### config.mk
export PLATFORM = sky130hd
export DESIGN_NAME = ede_queue
export DESIGN_NICKNAME = d
export VERILOG_FILES = /design/src/ede_pkg.sv /design/src/ede_queue.sv
export SDC_FILE = /design/constraint.sdc
export NUM_CORES = 1
export LEC_CHECK = 0
export BUFFER_PORTS_ARGS = -buffer_cell sky130_fd_sc_hd__buf_2
export CORE_UTILIZATION = 30
export CTS_CLUSTER_DIAMETER = 80
export DETAILED_ROUTE_END_ITERATION = 8
export GPL_ROUTABILITY_DRIVEN = 0
export SLEW_MARGIN = 10
export SYNTH_ARGS = -nofsm -noshare
export SYNTH_HDL_FRONTEND = slang
export SYNTH_SLANG_ARGS = --single-unit
### constraint.sdc
create_clock -name clk -period 3.1 [get_ports clk]
set_input_delay 0 -clock clk [delete_from_list [all_inputs] [get_ports clk]]
set_output_delay 0 -clock clk [all_outputs]
set_load 0.01 [all_outputs]
### src/ede_pkg.sv
// ede_pkg: shared types and constants of the Euclidean distance engine.
// No dependencies.
`default_nettype none
package ede_pkg;

    localparam int IDX_W    = 10;
    localparam int COORD_W  = 24;
    localparam int DIFF_W   = COORD_W + 1;
    localparam int MAG_W    = COORD_W;
    localparam int SQ_W     = 2 * MAG_W;
    localparam int SUM_W    = SQ_W + 2;
    localparam int DIST_W   = 25;
    localparam int REM_W    = DIST_W + 2;
    localparam int ITER_W   = 5;
    localparam int ROOT_STEPS = SUM_W / 2;

    localparam logic CMD_LOAD  = 1'b0;
    localparam logic CMD_QUERY = 1'b1;

    typedef enum logic [1:0] {
        ST_OK     = 2'd0,
        ST_FIRST  = 2'd1,
        ST_SECOND = 2'd2
    } status_t;

    typedef struct packed {
        status_t            status;
        logic [MAG_W-1:0]   ux;
        logic [MAG_W-1:0]   uy;
    } op_t;

    typedef struct packed {
        logic push;
        op_t  data;
    } q_push_t;

    typedef struct packed {
        logic full;
        logic empty;
        op_t  data;
    } q_stat_t;

endpackage
`default_nettype wire

### src/ede_queue.sv
// ede_queue: two-entry queue of pending distance operations.
// Uses ede_pkg.
`default_nettype none
module ede_queue
    import ede_pkg::*;
(
    input  wire logic    clk,
    input  wire logic    rst_n,
    input  q_push_t      q_push,
    input  wire logic    pop,
    output q_stat_t      q_stat
);

    op_t        entry_reg [2];
    logic       wr_ptr_reg, rd_ptr_reg;
    logic [1:0] count_reg, count_next;
    logic       do_push, do_pop;

    assign q_stat.full  = (count_reg == 2'd2);
    assign q_stat.empty = (count_reg == 2'd0);
    assign q_stat.data  = entry_reg[rd_ptr_reg];

    assign do_push = q_push.push && !q_stat.full;
    assign do_pop  = pop && !q_stat.empty;

    always_comb
    begin
        count_next = count_reg;
        if (do_push && !do_pop)
        begin
            count_next = count_reg + 2'd1;
        end
        else if (do_pop && !do_push)
        begin
            count_next = count_reg - 2'd1;
        end
    end

    always_ff @(posedge clk or negedge rst_n)
    begin
        if (!rst_n)
        begin
            wr_ptr_reg <= 1'b0;
            rd_ptr_reg <= 1'b0;
            count_reg  <= 2'd0;
        end
        else
        begin
            count_reg <= count_next;
            if (do_push)
            begin
                wr_ptr_reg <= !wr_ptr_reg;
            end
            if (do_pop)
            begin
                rd_ptr_reg <= !rd_ptr_reg;
            end
        end
    end

    always_ff @(posedge clk)
    begin
        if (do_push)
        begin
            entry_reg[wr_ptr_reg] <= q_push.data;
        end
    end

endmodule
`default_nettype wire

==> run_results.csv <==
group,metric,value,unit
status,status,"completed",
global_routing,grt_max_degree,52,
sta,slew_viol_final,0,
worst_setup_path,worstSetupEndpointType,"output pin",
synthesis,syn_avg_cell_area,23.19,sq um
place,placement.cell_area,4727,sq um
synthesis,synthSimpleGateAreaFrac,0.6784,%
global_routing,grt_usage,10.45,%
worst_setup_path,slowest_delay,1070,ps
layout,area_delta_synth_final,36.69,%
synthesis,syn_area,4058,sq um
floorplan,core_area,13240,sq um
synthesis,synthTopCellsByArea,"edfxtp_1 (74%), mux2_4 (18%), buf_12 (2.5%)",
layout,final_cell_mix,"buf_2 (105), edfxtp_1 (100), dlygate4sd3_1 (53)",
clock_network,cts.repair.resized,0,
synthesis,ys_warn_count,0,
sta,slew-limit-headroom,34.26,%
layout,drive_above_1_share,50.58,%
power_and_ir_drop,p_leak,2.229,nW
detailed_routing,dr.pass1.iters,4,
sta,fin_skew,5.284,ps
floorplan,fp.dieW,118.3,microns
clock_network,cts_made_buffers,9,
power_and_ir_drop,vdd.ir_drop.worst,0.4643,mV
worst_setup_path,start_kind,"register",
synthesis,synth_cells,175,
clock_network,insertion_delay,340,ps
global_routing,grt_pass1_vias,2133,
detailed_routing,routed_via_density,4.080,
detailed_routing,drt_iter0_markers,104,
worst_setup_path,crit_required,3100,ps
detailed_routing,drt-total-wl,6934,microns
layout,largest_reg_flops,100,
worst_setup_path,cpMaxStageDelayCell,"dfrtp_4",
worst_setup_path,crit_type,"reg -> out",
clock_network,clk_path_buf_depth,2,
floorplan,row_count,42,
synthesis,synth_top_family_by_area,"multiplexers",
clock_network,clock-root-buffer,"clkbuf_16",
worst_setup_path,cp.arrival,1980,ps
layout,fin_nets,396,
worst_setup_path,path_cells,"mux2_2 > buf_2",
floorplan,ioPinCount,106,
sta,worstMarginPinSlew,986.1,ps
sta,fmax,505.2,MHz
clock_network,post-cts-setup-buffer-count,0,
job,maxCapViolations,0,
clock_network,cts.clk_slew.worst_paths,70,ps
worst_setup_path,critPathMaxFanout,51,
synthesis,syn-num-nets,230,
place,dpl.hpwl,4297,microns
sta,period_minus_slack,1979,ps
synthesis,synthMuxAreaShare,18.41,%
detailed_routing,ant_nets,0,
place,io_buffers,105,
detailed_routing,vias,2130,
layout,layout_commonest_cell,"buf_2",
sta,rsz0062_at_grt,"no",
synthesis,synth-compound-area-share,0.1233,%
floorplan,start_util,30.64,%
layout,antennaDiodeCount,0,
clock_network,cts_sinks,104,
global_routing,grt_pass1_wl,10700,microns
floorplan,die_h,118.3,microns
power_and_ir_drop,powerDensity,850.5,nW/um^2
synthesis,synth-seq-area-share,76.47,%
detailed_routing,route.detailed.drc,0,
clock_network,cts-hold-fix-buffers,53,
global_routing,antenna_found_initial,0,
synthesis,synth_largest_area_cell,"edfxtp_1",
synthesis,synth_fa_ha_area_share,0.3084,%
worst_hold_path,hp-class,"in -> reg",
synthesis,synth_xor_area_share,1.079,%
synthesis,ys_ff_latch,104,
synthesis,synth_cell_types,15,
sta,finalCritPeriodShare,63.85,%
layout,final_area,5547,sq um
sta,hold_violations,0,
detailed_routing,wire_per_inst,13.28,microns
floorplan,dieArea,13990,sq um
clock_network,cts_tree,"yes",
global_routing,grt_overflow_total,0,
sta,setup-tns-final,0,ps
worst_hold_path,hold_path_depth,3,
clock_network,htreeDepth,3,
sta,finalSetupViolations,0,
worst_setup_path,reg2reg_depth,4,
synthesis,synth_top_area_share,74.01,%
## cells by family (layout without fill, tap and decap cells)
logic type / after synthesis / count (layout)
buf+inv: 8 / 179
fa+ha+maj: 1 / 1
compound gates: 1 / 1
simple gates: 6 / 6
mux: 50 / 50
flops: 104 / 104
xor+xnor: 5 / 5
## worst paths after layout
kind / start / endpoint / slack (ps)
worst max-delay path: rd_ptr_reg / q_stat[39] / 1120
worst min-delay path: q_push[50] / wr_ptr_reg / 30
worst max register to register: count_reg[0] / entry_reg[0][20] / 1320
worst min register to register: count_reg[1] / count_reg[1] / 530
max in group asynchronous: rst_n / rd_ptr_reg / 2340
min in group asynchronous: rst_n / count_reg[0] / 560
## cell usage after synthesis
library cell    n
and3_1          1
buf_12          5
buf_6           1
dfrtp_1         4
edfxtp_1      100
ha_1            1
inv_1           2
mux2_2          1
mux2_4         49
nand2_1         1
nand2b_1        1
nor2_1          3
o21ai_1         1
xnor2_1         3
xor2_1          2
## critical path, delay by kind of cell (launching register included)
kind | cells | cell delay [ps]
buffers and inverters | 1 | 140
flip-flops | 1 | 1070
multiplexers | 1 | 410
## final cells by class
class	instances	area (sq um)
inverter	2	7.507
fill	1244	7696
sequential	104	3107
clock buffer	10	229.0
clock inverter	6	60.06
timing repair buffer	161	1079
tap	176	220.2
multi-input combinational	63	844.6
## stage by stage
step | hold slack, ps | worst slack (ps) | std cells | power (mW) | utilization (%)
floorplan | -295.6 | 727.0 | 175 | 3.256 | -
global placement | -192.0 | 1339 | 453 | 3.621 | 35.70
detailed placement | -184.3 | 1311 | 453 | 3.651 | 35.70
CTS | 8.819 | 1057 | 522 | 4.814 | 41.88
global route | 43.73 | 1013 | 522 | 4.963 | 41.88
finish | 31.56 | 1121 | 522 | 4.717 | 41.88
## power breakdown
part	total, mW	internal, mW	switching, mW	leakage, nW
clock network	1.09	0.622	0.469	0.140
registers	2.20	1.93	0.273	0.975
logic	1.43	0.833	0.594	1.11
total	4.72	3.38	1.34	2.23
## per-layer routing
layer  vias up  track usage, %  wire, microns
met5         -               0              0
met3        11           3.041            352
met4         0           6.010            159
met1      1035           12.32           3037
li1       1011               -              -
met2        73           16.99           3385
Power figures use the tool's default switching activity.
