--- config.mk ---
export PLATFORM = sky130hd
export DESIGN_NAME = ede_back
export DESIGN_NICKNAME = d
export VERILOG_FILES = /design/src/ede_pkg.sv /design/src/ede_back.sv
export SDC_FILE = /design/constraint.sdc
export NUM_CORES = 2
export LEC_CHECK = 0
export BUFFER_PORTS_ARGS = -buffer_cell sky130_fd_sc_hd__buf_2
export CAP_MARGIN = 20
export CORE_MARGIN = 1
export CORE_UTILIZATION = 50
export CTS_BUF_LIST = sky130_fd_sc_hd__clkbuf_4 sky130_fd_sc_hd__clkbuf_8
export CTS_CLUSTER_DIAMETER = 200
export DETAILED_ROUTE_END_ITERATION = 6
export GPL_ROUTABILITY_DRIVEN = 0
export PLACE_DENSITY = 0.66
export SLEW_MARGIN = 10
export SYNTH_ARGS = -nofsm -noshare
export SYNTH_HDL_FRONTEND = slang
export SYNTH_SLANG_ARGS = --single-unit
export TNS_END_PERCENT = 5
--- constraint.sdc ---
create_clock -name clk -period 15.5 [get_ports clk]
set_clock_uncertainty 0.2 [all_clocks]
set_input_delay 2.325 -clock clk [delete_from_list [all_inputs] [get_ports clk]]
set_output_delay 2.325 -clock clk [all_outputs]
set_load 0.02 [all_outputs]
--- src/ede_pkg.sv ---
// ede_pkg: shared types and constants of the Euclidean distance engine.
// No dependencies.
`default_nettype none
package ede_pkg;

    localparam int IDX_W    = 10;
    localparam int COORD_W  = 24;
    localparam int DIFF_W   = COORD_W + 1;
    localparam int MAG_W    = COORD_W;
    localparam int SQ_W     = 2 * MAG_W;
    localparam int SUM_W    = SQ_W + 2;
    localparam int DIST_W   = 25;
    localparam int REM_W    = DIST_W + 2;
    localparam int ITER_W   = 5;
    localparam int ROOT_STEPS = SUM_W / 2;

    localparam logic CMD_LOAD  = 1'b0;
    localparam logic CMD_QUERY = 1'b1;

    typedef enum logic [1:0] {
        ST_OK     = 2'd0,
        ST_FIRST  = 2'd1,
        ST_SECOND = 2'd2
    } status_t;

    typedef struct packed {
        status_t            status;
        logic [MAG_W-1:0]   ux;
        logic [MAG_W-1:0]   uy;
    } op_t;

    typedef struct packed {
        logic push;
        op_t  data;
    } q_push_t;

    typedef struct packed {
        logic full;
        logic empty;
        op_t  data;
    } q_stat_t;

endpackage
`default_nettype wire

--- src/ede_back.sv ---
// ede_back: squares the differences, takes the floor square root one bit a
// cycle and issues the result strobe. Uses ede_pkg.
`default_nettype none
module ede_back
    import ede_pkg::*;
(
    input  wire logic           clk,
    input  wire logic           rst_n,
    input  q_stat_t             q_stat,
    output logic                pop,
    output logic                done,
    output logic [DIST_W-1:0]   distance,
    output logic [1:0]          status
);

    typedef enum logic [5:0] {
        B_IDLE = 6'b000001,
        B_SQX  = 6'b000010,
        B_SQY  = 6'b000100,
        B_SUM  = 6'b001000,
        B_ROOT = 6'b010000,
        B_OUT  = 6'b100000
    } bstate_t;

    bstate_t            state_reg, state_next;
    op_t                op_reg, op_next;
    logic [SQ_W-1:0]    sqx_reg, sqx_next;
    logic [SQ_W-1:0]    sqy_reg, sqy_next;
    logic [SUM_W-1:0]   rad_reg, rad_next;
    logic [REM_W-1:0]   rem_reg, rem_next;
    logic [DIST_W-1:0]  root_reg, root_next;
    logic [ITER_W-1:0]  iter_reg, iter_next;

    logic [REM_W+1:0]   rem_sh, trial;

    assign done     = (state_reg == B_OUT);
    assign distance = root_reg;
    assign status   = op_reg.status;

    assign rem_sh = {rem_reg, rad_reg[SUM_W-1 -: 2]};
    assign trial  = {2'b00, root_reg, 2'b01};

    always_comb
    begin
        state_next = state_reg;
        op_next    = op_reg;
        sqx_next   = sqx_reg;
        sqy_next   = sqy_reg;
        rad_next   = rad_reg;
        rem_next   = rem_reg;
        root_next  = root_reg;
        iter_next  = iter_reg;
        pop        = 1'b0;
        case (state_reg)
            B_IDLE:
            begin
                if (!q_stat.empty)
                begin
                    pop       = 1'b1;
                    op_next   = q_stat.data;
                    root_next = '0;
                    state_next = (q_stat.data.status == ST_OK) ? B_SQX : B_OUT;
                end
            end
            B_SQX:
            begin
                sqx_next   = SQ_W'(op_reg.ux) * SQ_W'(op_reg.ux);
                state_next = B_SQY;
            end
            B_SQY:
            begin
                sqy_next   = SQ_W'(op_reg.uy) * SQ_W'(op_reg.uy);
                state_next = B_SUM;
            end
            B_SUM:
            begin
                rad_next   = SUM_W'(sqx_reg) + SUM_W'(sqy_reg);
                rem_next   = '0;
                root_next  = '0;
                iter_next  = '0;
                state_next = B_ROOT;
            end
            B_ROOT:
            begin
                rad_next = rad_reg << 2;
                if (rem_sh >= trial)
                begin
                    rem_next  = REM_W'(rem_sh - trial);
                    root_next = {root_reg[DIST_W-2:0], 1'b1};
                end
                else
                begin
                    rem_next  = rem_sh[REM_W-1:0];
                    root_next = {root_reg[DIST_W-2:0], 1'b0};
                end
                iter_next = iter_reg + 1'b1;
                if (iter_reg == ITER_W'(ROOT_STEPS - 1))
                begin
                    state_next = B_OUT;
                end
            end
            B_OUT:
            begin
                state_next = B_IDLE;
            end
            default:
            begin
                state_next = B_IDLE;
            end
        endcase
    end

    always_ff @(posedge clk or negedge rst_n)
    begin
        if (!rst_n)
        begin
            state_reg <= B_IDLE;
        end
        else
        begin
            state_reg <= state_next;
        end
    end

    always_ff @(posedge clk)
    begin
        op_reg   <= op_next;
        sqx_reg  <= sqx_next;
        sqy_reg  <= sqy_next;
        rad_reg  <= rad_next;
        rem_reg  <= rem_next;
        root_reg <= root_next;
        iter_reg <= iter_next;
    end

endmodule
`default_nettype wire

==> metrics.txt <==
# TYPE chip_impl_metric gauge
chip_impl_metric{name="postSynthRegisterBits",unit=""} 257
chip_impl_metric{name="synth_enable_flop_cells",unit=""} 251
chip_impl_metric{name="setup-tns-final",unit="ps"} 0
chip_impl_metric{name="library_cells_used_by_synthesis",unit=""} 86
chip_impl_metric{name="timing_worst_slew_pin_value",unit="ps"} 1150
chip_impl_metric{name="drt_antenna_net_count",unit=""} 0
chip_impl_metric{name="global_route.usage.met1",unit="%"} 29.8
chip_impl_info{name="synth.largest_area_cell",value="fa_1"} 1
chip_impl_metric{name="finalHoldViolCount",unit=""} 0
chip_impl_metric{name="synth.yosys.warnings",unit=""} 0
chip_impl_metric{name="cts_buffers",unit=""} 50
chip_impl_metric{name="htreeDepth",unit=""} 2
chip_impl_metric{name="first_global_vias",unit=""} 33521
chip_impl_metric{name="synth_top_area_share",unit="%"} 37.1
chip_impl_metric{name="detailed_place.area",unit="um^2"} 47100
chip_impl_metric{name="post_synth.cell_area_avg",unit="um^2"} 9.62
chip_impl_metric{name="cap_viol_max_count",unit=""} 0
chip_impl_metric{name="number_of_buffer_cells_added_on_primary_ports",unit=""} 81
chip_impl_metric{name="final_min_period_over_clock_period",unit="%"} 54.4
chip_impl_metric{name="worstPathRequired",unit="ps"} 15710
chip_impl_info{name="yosys.cell_count.top_type",value="inv_1"} 1
chip_impl_info{name="run_status",value="finished, final reports clean"} 1
chip_impl_info{name="cts_tree",value="yes"} 1
chip_impl_metric{name="finalWirelength",unit="um"} 98800
chip_impl_metric{name="area_of_the_mapped_netlist",unit="um^2"} 45500
chip_impl_metric{name="max_slew_violation_count",unit=""} 0
chip_impl_metric{name="maxSlewHeadroom",unit="%"} 23.5
chip_impl_metric{name="drc",unit=""} 0
chip_impl_metric{name="post_synth_arst_share",unit="%"} 2.33
chip_impl_info{name="cp-start-kind",value="flop"} 1
chip_impl_metric{name="num_io_pins",unit=""} 83
chip_impl_metric{name="cts.clk_slew.worst_paths",unit="ps"} 60
chip_impl_metric{name="cts.sinks",unit=""} 257
chip_impl_metric{name="chipHeight",unit="um"} 304
chip_impl_metric{name="grt_antenna_before_repair",unit=""} 1
chip_impl_metric{name="finalSetupViolations",unit=""} 0
chip_impl_metric{name="post_cts_resized",unit=""} 0
chip_impl_metric{name="final.fill_count",unit=""} 8123
chip_impl_metric{name="global_route.usage.total",unit="%"} 22.6
chip_impl_metric{name="avgRoutedWirePerCell",unit="um"} 16.6
chip_impl_metric{name="global_route.usage.met3",unit="%"} 2.81
chip_impl_metric{name="detailedPlacementHpwl",unit="um"} 77400
chip_impl_metric{name="clkLatencyLatePin",unit="ps"} 690
chip_impl_info{name="grt.busiest_layer",value="met2"} 1
chip_impl_info{name="worst_hold_path_type",value="flop to flop"} 1
chip_impl_metric{name="ctsHoldBuffers",unit=""} 0
chip_impl_metric{name="rows",unit=""} 110
chip_impl_metric{name="viasPerCell",unit=""} 5.21
chip_impl_info{name="critPathKind",value="flop to flop"} 1
chip_impl_metric{name="postSynthCellCount",unit=""} 4731
chip_impl_metric{name="start_util",unit="%"} 50.5
chip_impl_metric{name="time_the_final_worst_path_needs_with_i_o_delays_and_setup",unit="ps"} 8430
chip_impl_metric{name="crit_path_max_fanout",unit=""} 24
chip_impl_metric{name="synth.yosys.seq_area_share",unit="%"} 16.9
chip_impl_metric{name="fp.dieW",unit="um"} 304
chip_impl_info{name="crit_path_end_kind",value="flop"} 1
chip_impl_metric{name="seq_area",unit="um^2"} 7690
chip_impl_metric{name="grt_pass1_wl",unit="um"} 168000
chip_impl_metric{name="multiInputGateArea",unit="um^2"} 32600
chip_impl_metric{name="cts_max_path_buffers",unit=""} 3
chip_impl_metric{name="detailroute.via_count",unit=""} 31062
chip_impl_metric{name="number_of_search_and_repair_iterations_in_the_first_detailed_routing_pass",unit=""} 5
chip_impl_info{name="post_synth_main_area_contributors",value="fa_1, edfxtp_1, ha_1, inv_1, nand2_1"} 1
chip_impl_metric{name="floorplan.core_area",unit="um^2"} 90100
chip_impl_metric{name="fp.dieArea",unit="um^2"} 92300
chip_impl_metric{name="pin_count_of_the_biggest_net_entering_global_routing",unit=""} 72
chip_impl_metric{name="clock.fmax",unit="MHz"} 119
chip_impl_metric{name="data_arrival_time_at_the_worst_slack_endpoint",unit="ps"} 8640
chip_impl_metric{name="largest_register_ffs",unit=""} 50
chip_impl_metric{name="nets_in_the_synthesized_netlist",unit=""} 6059
chip_impl_metric{name="syn2layout_area_growth",unit="%"} 6.28
chip_impl_info{name="post_synth_most_frequent_cells",value="inv_1, fa_1, nand2_1"} 1
chip_impl_metric{name="grt_remaining_overflow",unit=""} 0
chip_impl_metric{name="cts_setup_buffers",unit=""} 0
chip_impl_metric{name="post_route_cells_drive_above_1_share",unit="%"} 5.32
chip_impl_metric{name="global_route_met2_usage",unit="%"} 39.2
chip_impl_metric{name="dr.first_iter.drc_count",unit=""} 1698
chip_impl_info{name="cts.root.buffer_cell",value="clkbuf_8"} 1
chip_impl_info{name="dominantRegCellSynth",value="edfxtp_1"} 1
chip_impl_metric{name="post-route-cell-area",unit="um^2"} 48400
chip_impl_metric{name="layout.nets",unit=""} 6077
chip_impl_info{name="grt_setup_unrepaired",value="false"} 1
==> final timing paths <==
check | from | to | slack [ps] | cells past startpoint
max in group asynchronous | rst_n | state_reg[0]$_DFFE_PN1P_ | 13620 | 1
worst min register to register | state_reg[5]$_DFFE_PN0P_ | state_reg[3]$_DFFE_PN0P_ | 310 | 1
worst max register to register | op_reg[28]$_DFFE_PP_ | sqx_reg[44]$_DFFE_PP_ | 7070 | 23
worst max-delay path | op_reg[28]$_DFFE_PP_ | sqx_reg[44]$_DFFE_PP_ | 7070 | 23
worst min-delay path | state_reg[5]$_DFFE_PN0P_ | state_reg[3]$_DFFE_PN0P_ | 310 | 1
min in group asynchronous | rst_n | state_reg[1]$_DFFE_PN0P_ | 1260 | 1
==> kinds of logic after synthesis <==
family	Yosys count	synth area share, %
buffers and inverters	1401	11.6
adder cells (fa/ha/maj)	1274	48.9
AND/OR/NAND/NOR	1080	11.4
AO/OA/AOI/OAI	543	7.78
flip-flops	257	16.9
XOR/XNOR	168	3.23
multiplexers	8	0.187
==> cell usage in the layout, fill, tap and decap left out, types with 7 or more instances in the layout <==
cell,instances
a211oi_1,18
a21boi_0,7
a21o_1,99
a21oi_1,200
a31oi_1,15
and2_1,234
and3_1,20
and4_1,8
buf_2,81
buf_4,43
bufinv_16,9
clkbuf_4,7
clkbuf_8,51
clkinv_1,12
clkinv_2,7
edfxtp_1,251
fa_1,844
ha_1,430
inv_1,1237
nand2_1,460
nand2b_1,14
nand3_1,39
nand4_1,35
nor2_1,157
nor2b_1,33
nor3_1,26
o211ai_1,8
o21a_1,16
o21ai_0,72
o21bai_1,18
o31ai_1,11
or2_2,10
or3_1,13
xnor2_1,98
xor2_1,70
==> metrics by stage <==
step	cells	utilization [%]	hold WS (ps)	setup WS, ps
global route	5966	53.7	349	6520
finish	5966	53.7	314	7070
floorplan	4731	-	268	8270
detailed placement	5869	52.3	304	7090
global placement	5869	52.3	301	7100
CTS	5961	53.6	316	7040
==> critical path: stages (launching register included) <==
cell,delay [ps]
edfxtp_1,1110
nand2_1,280
fa_1,570
inv_1,50
fa_1,480
inv_1,60
fa_1,530
inv_1,50
fa_1,490
fa_1,460
fa_1,510
inv_1,50
fa_1,470
inv_1,40
ha_1,360
a21o_1,240
a31o_1,190
a221o_1,380
or3_1,370
o21ai_0,490
o221ai_1,240
a21oi_1,270
o21ai_0,130
xor2_1,150
==> metal layers <==
layer / up-vias / share of wire, %
met2: 637 / 50
met3: 155 / 4.5
met4: 0 / 2.5
met1: 15661 / 43
li1: 14609 / -
met5: - / 0
==> cell type report <==
cell class,count,share of cell area (%)
timing repair buffer,128,1.67
clock inverter,34,0.861
multi-input combinational,3073,67.4
clock buffer,58,1.56
tap,1176,3.04
antenna,1,0.00517
inverter,1239,9.61
sequential,257,15.9
Power is not shown: default switching activity piles up to over one toggle a cycle in this logic, so the estimate is an artifact.
